$ cat src/sv/mpsl_pkg.sv
package mpsl_pkg;

    localparam int NUM_PORTS = 9;
    localparam int PORT_W = 4;
    localparam int ADDR_W = 18;
    localparam int DATA_W = 16;
    localparam int MEM_AW = (NUM_PORTS > 1) ? $clog2(NUM_PORTS) : 1;
    localparam int ATTACH_W = NUM_PORTS;

    // Operation codes of a request.
    localparam logic [1:0] OP_READ = 2'd0;
    localparam logic [1:0] OP_WRITE = 2'd1;
    localparam logic [1:0] OP_RX = 2'd2;

    // Register offsets within a port's group.
    localparam logic [2:0] OFF_RX_CSR = 3'd0;
    localparam logic [2:0] OFF_RX_BUF = 3'd2;
    localparam logic [2:0] OFF_TX_CSR = 3'd4;
    localparam logic [2:0] OFF_TX_BUF = 3'd6;

    localparam int BIT_IE = 6;
    localparam int BIT_DONE = 7;

    localparam logic [7:0] CON_RX_VEC = 8'o060;
    localparam logic [7:0] CON_TX_VEC = 8'o064;
    localparam logic [7:0] TTY_RX_VEC = 8'o300;
    localparam logic [7:0] TTY_TX_VEC = 8'o304;

    localparam logic [DATA_W-1:0] RX_DATA_RESET = 16'o177;

    // Configuration register indexes.
    localparam logic CFG_CONSOLE_BASE = 1'b0;
    localparam logic CFG_PORT_ATTACHED = 1'b1;

    localparam logic [ADDR_W-1:0] CONSOLE_BASE_RESET = 18'd262000;
    localparam logic [ATTACH_W-1:0] PORT_ATTACHED_RESET = ATTACH_W'(1);

    typedef struct packed {
        logic [1:0]        operation;
        logic [ADDR_W-1:0] bus_address;
        logic [DATA_W-1:0] write_data;
        logic [3:0]        rx_port;
        logic [7:0]        rx_char;
    } req_item_t;

    typedef struct packed {
        logic [DATA_W-1:0] read_data;
        logic              addr_fault;
        logic              tx_valid;
        logic [3:0]        tx_port;
        logic [6:0]        tx_char;
        logic              rx_taken;
        logic              irq_valid;
        logic [7:0]        irq_vector;
        logic              irq_delayed;
    } rsp_item_t;

    // Register state of one port.
    typedef struct packed {
        logic              rx_done;
        logic              rx_en;
        logic [DATA_W-1:0] rx_data;
        logic              tx_en;
        logic [DATA_W-1:0] tx_data;
    } port_entry_t;

    localparam port_entry_t ENTRY_RESET = '{
        rx_done: 1'b0,
        rx_en: 1'b0,
        rx_data: RX_DATA_RESET,
        tx_en: 1'b0,
        tx_data: '0
    };

    // Port selection decoded from a request.
    typedef struct packed {
        logic [PORT_W-1:0] port;
        logic              port_ok;
        logic              attached;
    } port_ctx_t;

endpackage

$ cat src/sv/mpsl_port_ram.sv
module mpsl_port_ram (
    input  logic                     clk,
    input  logic                     rst_n,
    input  logic                     rd_en,
    input  logic [mpsl_pkg::PORT_W-1:0] rd_port,
    output mpsl_pkg::port_entry_t    rd_data,
    input  logic                     wr_en,
    input  logic [mpsl_pkg::PORT_W-1:0] wr_port,
    input  mpsl_pkg::port_entry_t    wr_data
);

    mpsl_pkg::port_entry_t mem [mpsl_pkg::NUM_PORTS];
    mpsl_pkg::port_entry_t rdata_reg;
    logic [mpsl_pkg::NUM_PORTS-1:0] written_reg;
    logic rd_init_reg;

    logic [mpsl_pkg::MEM_AW-1:0] rd_idx;
    logic [mpsl_pkg::MEM_AW-1:0] wr_idx;

    assign rd_idx = rd_port[mpsl_pkg::MEM_AW-1:0];
    assign wr_idx = wr_port[mpsl_pkg::MEM_AW-1:0];

    always_ff @(posedge clk)
    begin
        if (wr_en)
        begin
            mem[wr_idx] <= wr_data;
        end
        if (rd_en)
        begin
            rdata_reg <= mem[rd_idx];
        end
    end

    // An entry never written since reset reads as its reset value.
    always_ff @(posedge clk or negedge rst_n)
    begin
        if (!rst_n)
        begin
            written_reg <= '0;
            rd_init_reg <= 1'b0;
        end
        else
        begin
            if (wr_en)
            begin
                written_reg[wr_idx] <= 1'b1;
            end
            if (rd_en)
            begin
                rd_init_reg <= written_reg[rd_idx];
            end
        end
    end

    assign rd_data = rd_init_reg ? rdata_reg : mpsl_pkg::ENTRY_RESET;

endmodule

$ cat src/sv/mpsl_update.sv
module mpsl_update (
    input  mpsl_pkg::req_item_t   item,
    input  mpsl_pkg::port_ctx_t   ctx,
    input  mpsl_pkg::port_entry_t cur,
    output mpsl_pkg::port_entry_t nxt,
    output logic                  wr_en,
    output mpsl_pkg::rsp_item_t   rsp
);

    function automatic logic [7:0] vec_of(
        input logic [mpsl_pkg::PORT_W-1:0] p,
        input logic [7:0] con_vec,
        input logic [7:0] tty_vec
    );
        logic [mpsl_pkg::PORT_W-1:0] pm1;
        begin
            pm1 = p - mpsl_pkg::PORT_W'(1);
            vec_of = (p == '0) ? con_vec
                               : tty_vec + 8'({pm1, 3'b000});
        end
    endfunction

    logic is_bus;
    logic [2:0] off;
    logic ie_bit;

    assign is_bus = (item.operation == mpsl_pkg::OP_READ)
                 || (item.operation == mpsl_pkg::OP_WRITE);
    assign off = item.bus_address[2:0];
    assign ie_bit = item.write_data[mpsl_pkg::BIT_IE];
    assign wr_en = ctx.port_ok;

    always_comb
    begin
        nxt = cur;
        rsp = '0;
        if (is_bus && !ctx.port_ok)
        begin
            rsp.addr_fault = 1'b1;
        end
        else if (ctx.port_ok && item.operation == mpsl_pkg::OP_READ)
        begin
            unique case (off)
                mpsl_pkg::OFF_RX_CSR:
                begin
                    rsp.read_data[mpsl_pkg::BIT_DONE] = cur.rx_done;
                    rsp.read_data[mpsl_pkg::BIT_IE] = cur.rx_en;
                end
                mpsl_pkg::OFF_RX_BUF:
                begin
                    rsp.read_data = cur.rx_data;
                    nxt.rx_done = 1'b0;
                end
                mpsl_pkg::OFF_TX_CSR:
                begin
                    rsp.read_data[mpsl_pkg::BIT_DONE] = 1'b1;
                    rsp.read_data[mpsl_pkg::BIT_IE] = cur.tx_en;
                end
                mpsl_pkg::OFF_TX_BUF:
                begin
                    rsp.read_data = cur.tx_data;
                end
                default:
                begin
                end
            endcase
        end
        else if (ctx.port_ok && item.operation == mpsl_pkg::OP_WRITE)
        begin
            unique case (off)
                mpsl_pkg::OFF_RX_CSR:
                begin
                    if (ie_bit)
                    begin
                        nxt.rx_en = 1'b1;
                    end
                end
                mpsl_pkg::OFF_RX_BUF:
                begin
                    nxt.rx_data = item.write_data;
                    nxt.rx_done = 1'b0;
                end
                mpsl_pkg::OFF_TX_CSR:
                begin
                    // Turning the enable on raises a transmit interrupt request, marked as delayed.
                    if (ie_bit && !cur.tx_en)
                    begin
                        rsp.irq_valid = 1'b1;
                        rsp.irq_vector = vec_of(ctx.port, mpsl_pkg::CON_TX_VEC,
                                                mpsl_pkg::TTY_TX_VEC);
                        rsp.irq_delayed = 1'b1;
                    end
                    if (ie_bit)
                    begin
                        nxt.tx_en = 1'b1;
                    end
                end
                mpsl_pkg::OFF_TX_BUF:
                begin
                    nxt.tx_data = item.write_data;
                    if (ctx.attached)
                    begin
                        rsp.tx_valid = 1'b1;
                        rsp.tx_port = ctx.port;
                        rsp.tx_char = item.write_data[6:0];
                    end
                    if (cur.tx_en)
                    begin
                        rsp.irq_valid = 1'b1;
                        rsp.irq_vector = vec_of(ctx.port, mpsl_pkg::CON_TX_VEC,
                                                mpsl_pkg::TTY_TX_VEC);
                        rsp.irq_delayed = 1'b1;
                    end
                end
                default:
                begin
                end
            endcase
        end
        else if (item.operation == mpsl_pkg::OP_RX)
        begin
            if (ctx.attached && !cur.rx_done)
            begin
                nxt.rx_done = 1'b1;
                nxt.rx_data = {9'b0, item.rx_char[6:0]};
                rsp.rx_taken = 1'b1;
                if (cur.rx_en)
                begin
                    rsp.irq_valid = 1'b1;
                    rsp.irq_vector = vec_of(ctx.port, mpsl_pkg::CON_RX_VEC,
                                            mpsl_pkg::TTY_RX_VEC);
                end
            end
        end
    end

endmodule

$ cat src/sv/multi_port_serial_line_registers_unit.sv
// Register block for a console serial port and up to eight more ports. Each request
// (bus read, bus write or received character) is answered by exactly one response,
// held in stage one and then in the output register. The per-port registers live
// in a small RAM with a registered read; the entry written back in the cycle a
// following request reads it is forwarded, so back-to-back requests to the same
// port see each other's updates. A new request can be taken every cycle, but a
// stalled response holds the pipeline, and request stall rises only while it does.
module multi_port_serial_line_registers_unit (
    input  logic                            clk,
    input  logic                            rst_n,
    input  logic                            req_valid,
    output logic                            req_stall,
    input  mpsl_pkg::req_item_t             req,
    output logic                            rsp_valid,
    input  logic                            rsp_stall,
    output mpsl_pkg::rsp_item_t             rsp,
    input  logic                            cfg_we,
    input  logic                            cfg_index,
    input  logic [mpsl_pkg::ADDR_W-1:0]     cfg_data
);

    logic [mpsl_pkg::ADDR_W-1:0]   console_base_reg;
    logic [mpsl_pkg::ATTACH_W-1:0] port_attached_reg;

    logic                  s1_valid_reg;
    mpsl_pkg::req_item_t   s1_item_reg;
    mpsl_pkg::port_ctx_t   s1_ctx_reg;
    logic                  fwd_hit_reg;
    mpsl_pkg::port_entry_t fwd_data_reg;
    logic                  out_valid_reg;
    mpsl_pkg::rsp_item_t   out_item_reg;

    logic                  req_accept;
    logic                  s1_fire;
    mpsl_pkg::port_ctx_t   s0_ctx;
    logic                  s0_is_bus;
    logic [mpsl_pkg::PORT_W-1:0]   s0_bus_port;
    logic [mpsl_pkg::ATTACH_W-1:0] attach_shift;
    mpsl_pkg::port_entry_t ram_rdata;
    mpsl_pkg::port_entry_t cur_entry;
    mpsl_pkg::port_entry_t nxt_entry;
    logic                  upd_wr_en;
    logic                  mem_we;
    mpsl_pkg::rsp_item_t   upd_rsp;

    assign s1_fire = s1_valid_reg && (!out_valid_reg || !rsp_stall);
    assign req_stall = s1_valid_reg && !s1_fire;
    assign req_accept = req_valid && !req_stall;

    // Port decode: the console group matches on the address with its low bits cleared.
    assign s0_is_bus = (req.operation == mpsl_pkg::OP_READ)
                    || (req.operation == mpsl_pkg::OP_WRITE);
    assign s0_bus_port = ({req.bus_address[mpsl_pkg::ADDR_W-1:3], 3'b000} == console_base_reg)
                       ? '0
                       : {1'b0, req.bus_address[5:3]} + mpsl_pkg::PORT_W'(1);

    always_comb
    begin
        s0_ctx.port = s0_is_bus ? s0_bus_port : req.rx_port;
        s0_ctx.port_ok = (s0_is_bus || req.operation == mpsl_pkg::OP_RX)
                      && (s0_ctx.port < mpsl_pkg::PORT_W'(mpsl_pkg::NUM_PORTS));
        attach_shift = port_attached_reg >> s0_ctx.port;
        s0_ctx.attached = s0_ctx.port_ok && attach_shift[0];
    end

    always_ff @(posedge clk or negedge rst_n)
    begin
        if (!rst_n)
        begin
            console_base_reg <= mpsl_pkg::CONSOLE_BASE_RESET;
            port_attached_reg <= mpsl_pkg::PORT_ATTACHED_RESET;
        end
        else if (cfg_we)
        begin
            if (cfg_index == mpsl_pkg::CFG_CONSOLE_BASE)
            begin
                console_base_reg <= cfg_data;
            end
            else if (cfg_index == mpsl_pkg::CFG_PORT_ATTACHED)
            begin
                port_attached_reg <= cfg_data[mpsl_pkg::ATTACH_W-1:0];
            end
        end
    end

    mpsl_port_ram u_ram (
        .clk     (clk),
        .rst_n   (rst_n),
        .rd_en   (req_accept && s0_ctx.port_ok),
        .rd_port (s0_ctx.port),
        .rd_data (ram_rdata),
        .wr_en   (mem_we),
        .wr_port (s1_ctx_reg.port),
        .wr_data (nxt_entry)
    );

    assign cur_entry = fwd_hit_reg ? fwd_data_reg : ram_rdata;

    mpsl_update u_update (
        .item  (s1_item_reg),
        .ctx   (s1_ctx_reg),
        .cur   (cur_entry),
        .nxt   (nxt_entry),
        .wr_en (upd_wr_en),
        .rsp   (upd_rsp)
    );

    assign mem_we = s1_fire && upd_wr_en;

    always_ff @(posedge clk or negedge rst_n)
    begin
        if (!rst_n)
        begin
            s1_valid_reg <= 1'b0;
            fwd_hit_reg <= 1'b0;
            out_valid_reg <= 1'b0;
        end
        else
        begin
            if (req_accept)
            begin
                s1_valid_reg <= 1'b1;
                fwd_hit_reg <= mem_we && (s1_ctx_reg.port == s0_ctx.port);
            end
            else if (s1_fire)
            begin
                s1_valid_reg <= 1'b0;
            end
            if (s1_fire)
            begin
                out_valid_reg <= 1'b1;
            end
            else if (!rsp_stall)
            begin
                out_valid_reg <= 1'b0;
            end
        end
    end

    // The entry being written as the next request reads its port is captured here.
    always_ff @(posedge clk)
    begin
        if (req_accept)
        begin
            s1_item_reg <= req;
            s1_ctx_reg <= s0_ctx;
            fwd_data_reg <= nxt_entry;
        end
        if (s1_fire)
        begin
            out_item_reg <= upd_rsp;
        end
    end

    assign rsp_valid = out_valid_reg;
    assign rsp = out_item_reg;

    a_err_exclusive: assert property (@(posedge clk) disable iff (!rst_n)
        rsp_valid && rsp.addr_fault |-> !rsp.irq_valid && !rsp.tx_valid && !rsp.rx_taken)
        else $error("address fault response also reports activity");

    a_tx_port_range: assert property (@(posedge clk) disable iff (!rst_n)
        rsp_valid && rsp.tx_valid
            |-> rsp.tx_port < mpsl_pkg::PORT_W'(mpsl_pkg::NUM_PORTS))
        else $error("transmit on a port that does not exist");

    a_delayed_needs_irq: assert property (@(posedge clk) disable iff (!rst_n)
        rsp_valid && rsp.irq_delayed |-> rsp.irq_valid)
        else $error("delayed flag without interrupt request");

    a_s1_holds: assert property (@(posedge clk) disable iff (!rst_n)
        s1_valid_reg && !s1_fire |=> s1_valid_reg && $stable(s1_ctx_reg))
        else $error("stage one lost or changed its request while held");

endmodule
$ cat config.mk
export PLATFORM = sky130hd
export DESIGN_NAME = multi_port_serial_line_registers_unit
export DESIGN_NICKNAME = d
export VERILOG_FILES = /design/src/sv/mpsl_pkg.sv /design/src/sv/mpsl_port_ram.sv /design/src/sv/mpsl_update.sv /design/src/sv/multi_port_serial_line_registers_unit.sv
export SDC_FILE = /design/constraint.sdc
export NUM_CORES = 1
export LEC_CHECK = 0
export BUFFER_PORTS_ARGS = -buffer_cell sky130_fd_sc_hd__buf_4
export CORE_MARGIN = 2
export CORE_UTILIZATION = 61
export CTS_CLUSTER_SIZE = 25
export DETAILED_ROUTE_END_ITERATION = 8
export GPL_TIMING_DRIVEN = 0
export PLACE_DENSITY = 0.77
export SETUP_SLACK_MARGIN = 0.5
export SLEW_MARGIN = 20
export SYNTH_ARGS = -nofsm -noshare
export SYNTH_HDL_FRONTEND = slang
export SYNTH_SLANG_ARGS = --single-unit
$ cat constraint.sdc
create_clock -name clk -period 5.8 [get_ports clk]
set_input_delay 1.16 -clock clk [delete_from_list [all_inputs] [get_ports clk]]
set_output_delay 1.16 -clock clk [all_outputs]
set_load 0.05 [all_outputs]
==> key figures, run 1 <==
Outcome
  – Status: completed

Timing
  – FMAX: 245 MHz
  – Setup Skew: 25.1 ps
  – Final period util: 70.3%
  – Slew headroom: 16.4%
  – Hold_ws: 463 ps
  – Final setup viols: 0
  – Final hold violations: 0
  – Sum of negative setup slack: 0 ps
  – Final Critical Period: 4080 ps
  – Tightest Pin Transition: 1240 ps
  – RSZ-0062 raised after global routing: false
  – Slew Limit Fails: 0

Die
  – Initial core utilization: 62.3%
  – Die ar.: 0.0339 mm²
  – Die X: 184 µm
  – Core Box Area: 0.0318 mm²
  – Row cnt: 65
  – Ports: 114
  – Die Ht: 184 µm

Power
  – Peak supply drop: 0.000360 V
  – Pleak: 7.97 nW
  – Total power: 8.35 mW
  – Pwr/cell area: 363 mW/mm²

Logic synthesis
  – Largest family of logic cells by synthesized area: compound AO/OA/AOI/OAI gates
  – EDFF count, synth: 455
  – Cells after Synth: 1238
  – Synthesized-area fraction occupied by xor and xnor cells: 0.928%
  – Complex-gate fraction of the synthesized area: 9.00%
  – Simple-gate share of the synthesized area: 5.39%
  – Yosys warning total: 0
  – Post-Synth Adder-Cell Area: 0.316%
  – Async SR Flop Fraction: 8.08%
  – Yosys top cell by area: edfxtp_1
  – Ys flop type: edfxtp_1
  – Post-synthesis cell type count: 62
  – Post-synth top cells: edfxtp_1 (455), mux2_2 (128), nand2_1 (101)
  – Register area share after synthesis: 74.1%
  – Synthesized cell area: 0.0198 mm²
  – Area contributors post-synth: edfxtp_1 (69%), mux2_2 (7.3%), dfrtp_1 (3.3%)
  – Mux cell area share after synthesis: 8.07%
  – Post-synthesis sequential element count: 495
  – Most frequent cell after synthesis: edfxtp_1
  – Area share of the largest cell type after synthesis: 69.0%
  – Syn_area_per_cell: 16.0 µm²

CTS
  – Hold-fix buffers, CTS: 0
  – Clock root buffer: clkbuf_16
  – Clk buf depth: 3
  – Clk_lat worst skew: 560 ps
  – Clk sink count: 495
  – Postcts setup bufs: 0
  – Htree depth: 2
  – TritonCTS clock tree: built
  – Worst-path clk slew: 60 ps
  – Inserted Clock Buffers: 48
  – Post-CTS sizing: 0

Route
  – Routed Antenna Nets: 0
  – Drc violations: 0
  – Wirelength, routed: 48.3 mm
  – DR pass1 iterations: 6
  – DR vias: 11833
  – Starting DRC count in detailed routing: 1617
  – Via-to-Cell Ratio: 6.29
  – Drt wl/cell: 25.7 µm

Placement
  – Final HPWL DP: 31.9 mm
  – Number of port buffers: 110
  – Final RePlAce weighted congestion: 0.964

Global routing
  – Global-route wire length before repair: 71.0 mm
  – Vias in the first global route: 11755
  – Initial antenna violation count: 0
  – Total global routing track utilization: 28.8%
  – Largest net degree at the start of global routing: 49
  – GR Overflow Total: 0

Finish
  – Nets@finish: 1490
  – Core Util, Final: 72.3%
  – Register name with the most flops: u_ram.mem
  – FILL cells: 2011
  – Area delta synth->final: 16.0%
  – Ant diodes: 0
  – Register area: 0.0147 mm²
  – Max reg flops: 315
  – Fraction of layout cells with a size suffix above 1: 27.5%
  – Area occupied by multi-input gates: 0.00478 mm²

Setup path
  – Critical Path RT: 6100 ps
  – Buf/Inv on CP: 6
  – Crit path DAT: 4380 ps
  – Crit start category: input port
  – Worst path cell trace: buf_4 > xor2_1 > nor4_1 > and4_1 > buf_4 > o31ai_1 > clkbuf_1 > clkbuf_1 > a21oi_4 > buf_16 > buf_16
  – Setup Crit Path Kind: input port to flop
  – Crit Path Max Fanout: 19
  – Critical Path Max Stage Delay: 750 ps
  – CP max stage cell: o31ai_1
  – Crit path capture type: flop
  – CP delay by family, top: buffers and inverters

Run
  – Max-Cap Viols: 0

Min path
  – Hold crit path type: flop to flop
[final cells by class]
cell class	count	area share [%]
plain buffers	76	1.70
multi-input cells	658	20.8
flip-flops and latches	495	63.9
repair buffers	124	4.68
well taps	435	2.37
clock buffers	62	5.55
clock inverters	22	0.817
inverters	10	0.174
[placed cells by master, fill, tap and decap left out, types with 7 or more instances in the layout]
cell type and instances:
a21oi_1 64, a221oi_1 7, a22oi_1 26, and3_1 11, buf_2 21, buf_4 115, buf_6 7, clkbuf_1 54
clkbuf_16 49, clkinv_1 10, clkinv_2 7, dfrtp_1 26, dfstp_2 14, edfxtp_1 455, mux2_2 128, mux2i_1 9
nand2_1 101, nor2_1 56, o22a_1 11, o22ai_1 46, o2bb2ai_1 35, o31ai_1 37, o31ai_2 9, or2_2 12
xor2_1 16
[per-stage QoR]
stage | area (µm²) | cells | setup WS, ps
6_report | 23000 | 1882 | 1720
5_1_grt | 23000 | 1882 | 1580
4_1_cts | 22900 | 1878 | 1760
3_5_place_dp | 21500 | 1794 | 1230
3_3_place_gp | 21200 | 1784 | -1590
2_1_floorplan | 19800 | 1239 | 596
[cells by family after synthesis]
group                    after synthesis
buffers and inverters                 86
other                                  1
AND/OR/NAND/NOR                      231
flip-flops                           495
XOR/XNOR                              21
multiplexers                         142
AO/OA/AOI/OAI                        257
adder cells (fa/ha/maj)                5
[routing by layer]
metal | track usage, % | part of all wire, % | vias up
li1 | - | - | 5153
met1 | 38.7 | 39 | 5900
met2 | 47.9 | 49 | 663
met3 | 5.02 | 8.7 | 117
met4 | 10.7 | 3.5 | 0
met5 | 0 | 0 | -
[worst paths after layout]
| path | startpoint | endpoint | slack [ps] | depth (start not counted) |
|---|---|---|---|---|
| max | req[31] | u_ram.rdata_reg[10] | 1720 | 11 |
| min | u_ram.written_reg[4] | u_ram.written_reg[4] | 460 | 1 |
| max reg2reg | console_base_reg[4] | u_ram.rdata_reg[10] | 1950 | 10 |
| min reg2reg | u_ram.written_reg[4] | u_ram.written_reg[4] | 460 | 1 |
| max in group asynchronous | rst_n | console_base_reg[13] | 4840 | 1 |
| min in group asynchronous | rst_n | u_ram.written_reg[8] | 580 | 1 |
[where the power goes]
group | switching [mW] | internal (mW)
sequential | 0.0869 | 4.26
clock | 1.27 | 1.68
combinational | 0.701 | 0.347
No activity file was read; power rests on OpenSTA's default activity.
==> run 2, diff against run 1 <==
==> constraint.sdc (replaced) <==
create_clock -name clk -period 4.2 [get_ports clk]
set_input_delay 0.84 -clock clk [delete_from_list [all_inputs] [get_ports clk]]
set_output_delay 0.84 -clock clk [all_outputs]
set_load 0.05 [all_outputs]
==> run 2 against run 1 <==
Effect of this change: die area is the same; final cell count shrank 0.21%; clock skew shrank 4.4 ps; largest power group unchanged.
==> key figures, run 2 (synthesized netlist as in run 1, its figures left out) <==
Timing
  – Final period util: 85.0%
  – Final setup viols: 0
  – RSZ-0062 raised after global routing: false
  – FMAX: 280 MHz
  – Hold_ws: 276 ps
  – Final hold violations: 0
  – Slew Limit Fails: 0
  – Setup Skew: 20.7 ps
  – Final Critical Period: 3570 ps
  – Tightest Pin Transition: 1120 ps
  – Slew headroom: 25.2%

Route
  – Drc violations: 0
  – Wirelength, routed: 48.1 mm
  – Via-to-Cell Ratio: 6.38
  – DR pass1 iterations: 5
  – Starting DRC count in detailed routing: 1497
  – DR vias: 11990
  – Drt wl/cell: 25.6 µm
  – Routed Antenna Nets: 0

Finish
  – Fraction of layout cells with a size suffix above 1: 27.5%
  – Nets@finish: 1490
  – Ant diodes: 0
  – Most frequent cells in the layout: edfxtp_1 (455), mux2_2 (128), buf_4 (115)
  – Register name with the most flops: u_ram.mem
  – Commonest non-fill, non-tap cell in the layout: edfxtp_1
  – Area delta synth->final: 15.5%
  – Max reg flops: 315
  – Final instance area: 0.0229 mm²
  – Core Util, Final: 72.0%
  – FILL cells: 1987

CTS
  – Clock root buffer: clkbuf_16
  – Clk_lat worst skew: 550 ps
  – TritonCTS clock tree: built
  – Hold-fix buffers, CTS: 0
  – Clk sink count: 495
  – Htree depth: 2
  – Inserted Clock Buffers: 47
  – Worst-path clk slew: 60 ps
  – Clk buf depth: 3

Die
  – Die X: 184 µm
  – Die ar.: 0.0339 mm²
  – Die Ht: 184 µm
  – Ports: 114
  – Row cnt: 65
  – Core Box Area: 0.0318 mm²
  – Initial core utilization: 62.3%

Setup path
  – Critical Path Max Stage Delay: 670 ps
  – Crit Path Max Fanout: 10
  – Top cell by count, worst path: clkbuf_1
  – CP max stage cell: clkbuf_1
  – Worst path cell trace: or3_1 > nor4_2 > and4_1 > buf_4 > o32a_1 > clkbuf_1 > clkbuf_1 > o22ai_1 > o31ai_1
  – Critical Path RT: 4550 ps
  – CP delay by family, top: buffers and inverters
  – Cell count of the worst reg-to-reg path: 9
  – Crit path DAT: 3920 ps
  – Setup Crit Path Kind: flop to flop
  – WP depth: 9
  – Crit path capture type: flop
  – Buf/Inv on CP: 3
  – Crit start category: flop

Placement
  – DP Area: 0.0215 mm²
  – Final RePlAce weighted congestion: 0.957
  – Final HPWL DP: 31.5 mm
  – Number of port buffers: 110

Power
  – Peak supply drop: 0.000365 V
  – Pwr/cell area: 493 mW/mm²
  – Pleak: 7.92 nW

Outcome
  – Status: completed

Global routing
  – Initial antenna violation count: 0
  – Vias in the first global route: 11824
  – Global-route wire length before repair: 71.5 mm
  – Largest net degree at the start of global routing: 41
  – Total global routing track utilization: 28.8%
  – GR Overflow Total: 0

Run
  – Max-Cap Viols: 0

Min path
  – Hold crit path type: input port to asynchronous set/reset pin
run 2: cell types whose count changed in the layout (fill, tap and decap cells not counted), sizes merged:
cell	previous run	this run
buf	158	155
clkinv	17	20
inv	10	8
bufinv	3	1
run 2: report_power, final:
| group | internal (mW) | switching, mW |
|---|---|---|
| clock | 2.12 | 1.70 |
| sequential | 5.89 | 0.120 |
| combinational | 0.486 | 0.978 |
run 2: per-stage QoR:
| stage | std cells | total power [mW] | TNS [ps] | worst slack [ps] |
|---|---|---|---|---|
| after global placement | 1784 | 7.42 | -326830 | -1010 |
| after CTS | 1872 | 11.3 | 0 | 581 |
| final | 1878 | 11.3 | 0 | 629 |
| after floorplan | 1239 | 6.95 | 0 | 501 |
| after global routing | 1878 | 11.6 | 0 | 519 |
| after detailed placement | 1793 | 7.51 | -4510 | -221 |
run 2: layout make-up:
class | instances | area, µm² | share of cell area [%]
multi-input combinational | 658 | 4800 | 21.0
buffer | 76 | 392 | 1.71
clock inverter | 21 | 121 | 0.530
inverter | 10 | 41.3 | 0.180
clock buffer | 58 | 1230 | 5.36
tap | 435 | 544 | 2.38
timing repair buffer | 125 | 1080 | 4.72
sequential | 495 | 14700 | 64.1
run 2: path summary, 6_finish.rpt:
| check | start | to | slack (ps) |
|---|---|---|---|
| max | console_base_reg[1] | u_ram.rdata_reg[12] | 630 |
| min | rst_n | fwd_hit_reg | 280 |
| max reg2reg | console_base_reg[1] | u_ram.rdata_reg[12] | 630 |
| min reg2reg | u_ram.written_reg[6] | u_ram.written_reg[6] | 470 |
| max in group asynchronous | rst_n | console_base_reg[13] | 3550 |
| min in group clk | req[22] | s1_item_reg[22] | 470 |
run 2: worst reg2reg max path: stages (launching register included):
cell	delay [ps]
dfrtp_1	370
or3_1	400
nor4_2	360
and4_1	240
buf_4	150
o32a_1	160
clkbuf_1	440
clkbuf_1	680
o22ai_1	230
o31ai_1	360
run 2: timing repair:
item,in CTS,in global routing
gates resized for setup,3,1
pin swaps,0,1
endpoints found under the setup margin,45,29
setup buffers,0,1
run 2: metal layers:
layer | global-route usage [%] | share of wire (%) | wire (µm) | up-vias
met4 | 12.7 | 4.5 | 2140 | 0
li1 | - | - | - | 5147
met5 | 0 | 0 | 0 | -
met2 | 46.7 | 48 | 23100 | 740
met1 | 38.4 | 38 | 18400 | 5951
met3 | 5.59 | 9.3 | 4470 | 152
==> run 3, diff against run 2 <==
--- a/config.mk
+++ b/config.mk
@@ -16,4 +16,5 @@
 export SLEW_MARGIN = 20
 export SYNTH_ARGS = -nofsm -noshare
 export SYNTH_HDL_FRONTEND = slang
+export SYNTH_HIERARCHICAL = 1
 export SYNTH_SLANG_ARGS = --single-unit
==> run 3 against run 2 <==
Effect of this change: clock power rose by 16%; flip-flop and latch count rose by 4; hold slack got worse by 17 ps; design area rose by 3.2%; non-clock buffer count fell by 13; highest routed layer unchanged; critical endpoint is now u_ram/rdata_reg[1]; fmax rose by 2.6%; wire length fell by 7.0%; count of clock-buffer cells in the layout rose by 4.
==> key figures, run 3 <==
Timing
  – Slew headroom: 30.8%
  – Sum of negative setup slack: 0 ps
  – Final Critical Period: 3480 ps
  – Hold_ws: 260 ps
  – RSZ-0062 raised after global routing: false
  – Setup Skew: 23.7 ps
  – Final period util: 82.9%
  – Final setup viols: 0
  – Final setup margin: 719 ps
  – Slew Limit Fails: 0
  – FMAX: 287 MHz
  – Tightest Pin Transition: 1030 ps
  – Final hold violations: 0

Placement
  – DP Area: 0.0220 mm²
  – Number of port buffers: 112
  – Final RePlAce weighted congestion: 0.934
  – Pre-CTS setup slack: 446 ps
  – # placed instances: 1655
  – Final HPWL DP: 29.7 mm

CTS
  – Worst-path clk slew: 60 ps
  – Clk buf depth: 3
  – Clock root buffer: clkbuf_16
  – Postcts setup bufs: 0
  – Clk sink count: 499
  – Hold-fix buffers, CTS: 0
  – Inserted Clock Buffers: 50
  – Htree depth: 2
  – TritonCTS clock tree: built
  – Clk_lat worst skew: 570 ps
  – Post-CTS sizing: 0

Power
  – Internal: 9.06 mW
  – Net Sw Frac: 23.5%
  – Pleak: 8.28 nW
  – Peak supply drop: 0.000353 V
  – Pwr/cell area: 501 mW/mm²
  – Flop pwr share: 50.7%
  – Clock share of power: 37.3%
  – Total power: 11.8 mW
  – Logic pwr share: 12.0%
  – Switching Power: 2.78 mW

Route
  – Drc violations: 0
  – Starting DRC count in detailed routing: 1175
  – Routed Antenna Nets: 0
  – Top Layer Used: met4
  – DR vias: 10787
  – WL met1: 17.9 mm
  – Drt wl/cell: 25.6 µm
  – Via-to-Cell Ratio: 6.17
  – Wirelength, routed: 44.7 mm
  – DR pass1 iterations: 5
  – Met2 Wirelength: 22.5 mm
  – Met3 WL post-DR: 3.26 mm

Die
  – Row cnt: 66
  – Die X: 185 µm
  – Initial core utilization: 61.9%
  – Die Ht: 185 µm
  – Die ar.: 0.0344 mm²
  – Ports: 114
  – Core Box Area: 0.0325 mm²

Global routing
  – Total global routing track utilization: 26.9%
  – Initial antenna violation count: 1
  – GR Overflow Total: 0
  – Vias in the first global route: 10890
  – Global-route wire length before repair: 66.9 mm
  – Largest net degree at the start of global routing: 56

Setup path
  – Crit path capture type: flop
  – Worst R2R Setup Slack: 720 ps
  – Critical Path RT: 4470 ps
  – Crit start category: flop
  – R2r startpoint: console_base_reg[1]
  – Crit path DAT: 3760 ps
  – Critical Path Max Stage Delay: 520 ps
  – Setup Crit Path Kind: flop to flop
  – CP delay by family, top: simple AND/OR/NAND/NOR gates
  – Setup crit start: console_base_reg[1]
  – Worst path cell trace: nor3_1 > nand4_1 > nor4_4 > o31a_2 > inv_1 > buf_2 > buf_2 > mux4_2 > mux2i_1 > o21ai_1
  – Cell count of the worst reg-to-reg path: 10
  – CP max stage cell: nor4_4
  – Buf/Inv on CP: 3
  – Crit Path Max Fanout: 10
  – Top cell by count, worst path: buf_2
  – RR Endpoint: u_ram/rdata_reg[1]

Min path
  – Hold crit path type: input port to asynchronous set/reset pin

Finish
  – Most frequent cells in the layout: edfxtp_1 (459), buf_4 (118), mux4_2 (72)
  – Nets@finish: 1340
  – Area delta synth->final: 17.6%
  – Register name with the most flops: u_ram/mem
  – Non-Filler Instances: 1749
  – Fraction of layout cells with a size suffix above 1: 33.7%
  – Ant diodes: 0
  – Core Util, Final: 72.8%
  – Final instance area: 0.0236 mm²
  – Commonest non-fill, non-tap cell in the layout: edfxtp_1
  – Max reg flops: 315

Logic synthesis
  – Syn_area_per_cell: 18.6 µm²
  – Yosys warning total: 6
  – Synthesized cell area: 0.0201 mm²
  – Cells after Synth: 1081

Outcome
  – Status: completed

Run
  – Max-Cap Viols: 0
## run 3: how the worst max path moves through the flow
stage | end | slack [ps] | depth (start not counted)
after floorplan | u_ram/rd_init_reg | 610 | 10
after global placement | u_ram/mem[3][5] | -1140 | 5
after detailed placement | u_ram/rdata_reg[22] | 450 | 8
after CTS | u_ram/mem[8][31] | 700 | 8
after global routing | u_ram/rdata_reg[1] | 590 | 10
final | u_ram/rdata_reg[1] | 720 | 10
## run 3: layout make-up
type | count | area (µm²)
Buffer | 56 | 343
Clock buffer | 62 | 1370
Clock inverter | 31 | 278
Fill cell | 1946 | 8830
Inverter | 15 | 60.1
Multi-Input combinational cell | 512 | 4980
Sequential cell | 499 | 14800
Tap cell | 442 | 553
Timing Repair Buffer | 132 | 1240
## run 3: power groups by stage
stage / Sequential [mW] / Combinational (mW) / Clock [mW]
2_1_floorplan: 6.15 / 0.835 / 0
3_3_place_gp: 6.10 / 1.32 / 0
3_5_place_dp: 6.10 / 1.40 / 0
4_1_cts: 6.00 / 1.41 / 4.48
5_1_grt: 6.02 / 1.53 / 4.67
6_report: 6.00 / 1.42 / 4.42
## run 3: layer usage
layer / global-route usage (%) / vias to the layer above
met3: 4.05 / 80
met5: 0 / -
met4: 8.13 / 0
met2: 45.3 / 493
li1: - / 4624
met1: 37.0 / 5590
## run 3: worst register-to-register path, cell delays in order (launching register included)
cell     delay [ps]
dfrtp_1         370
nor3_1          390
nand4_1         220
nor4_4          520
o31a_2          290
inv_1           100
buf_2           270
buf_2           310
mux4_2          340
mux2i_1         270
o21ai_1         120
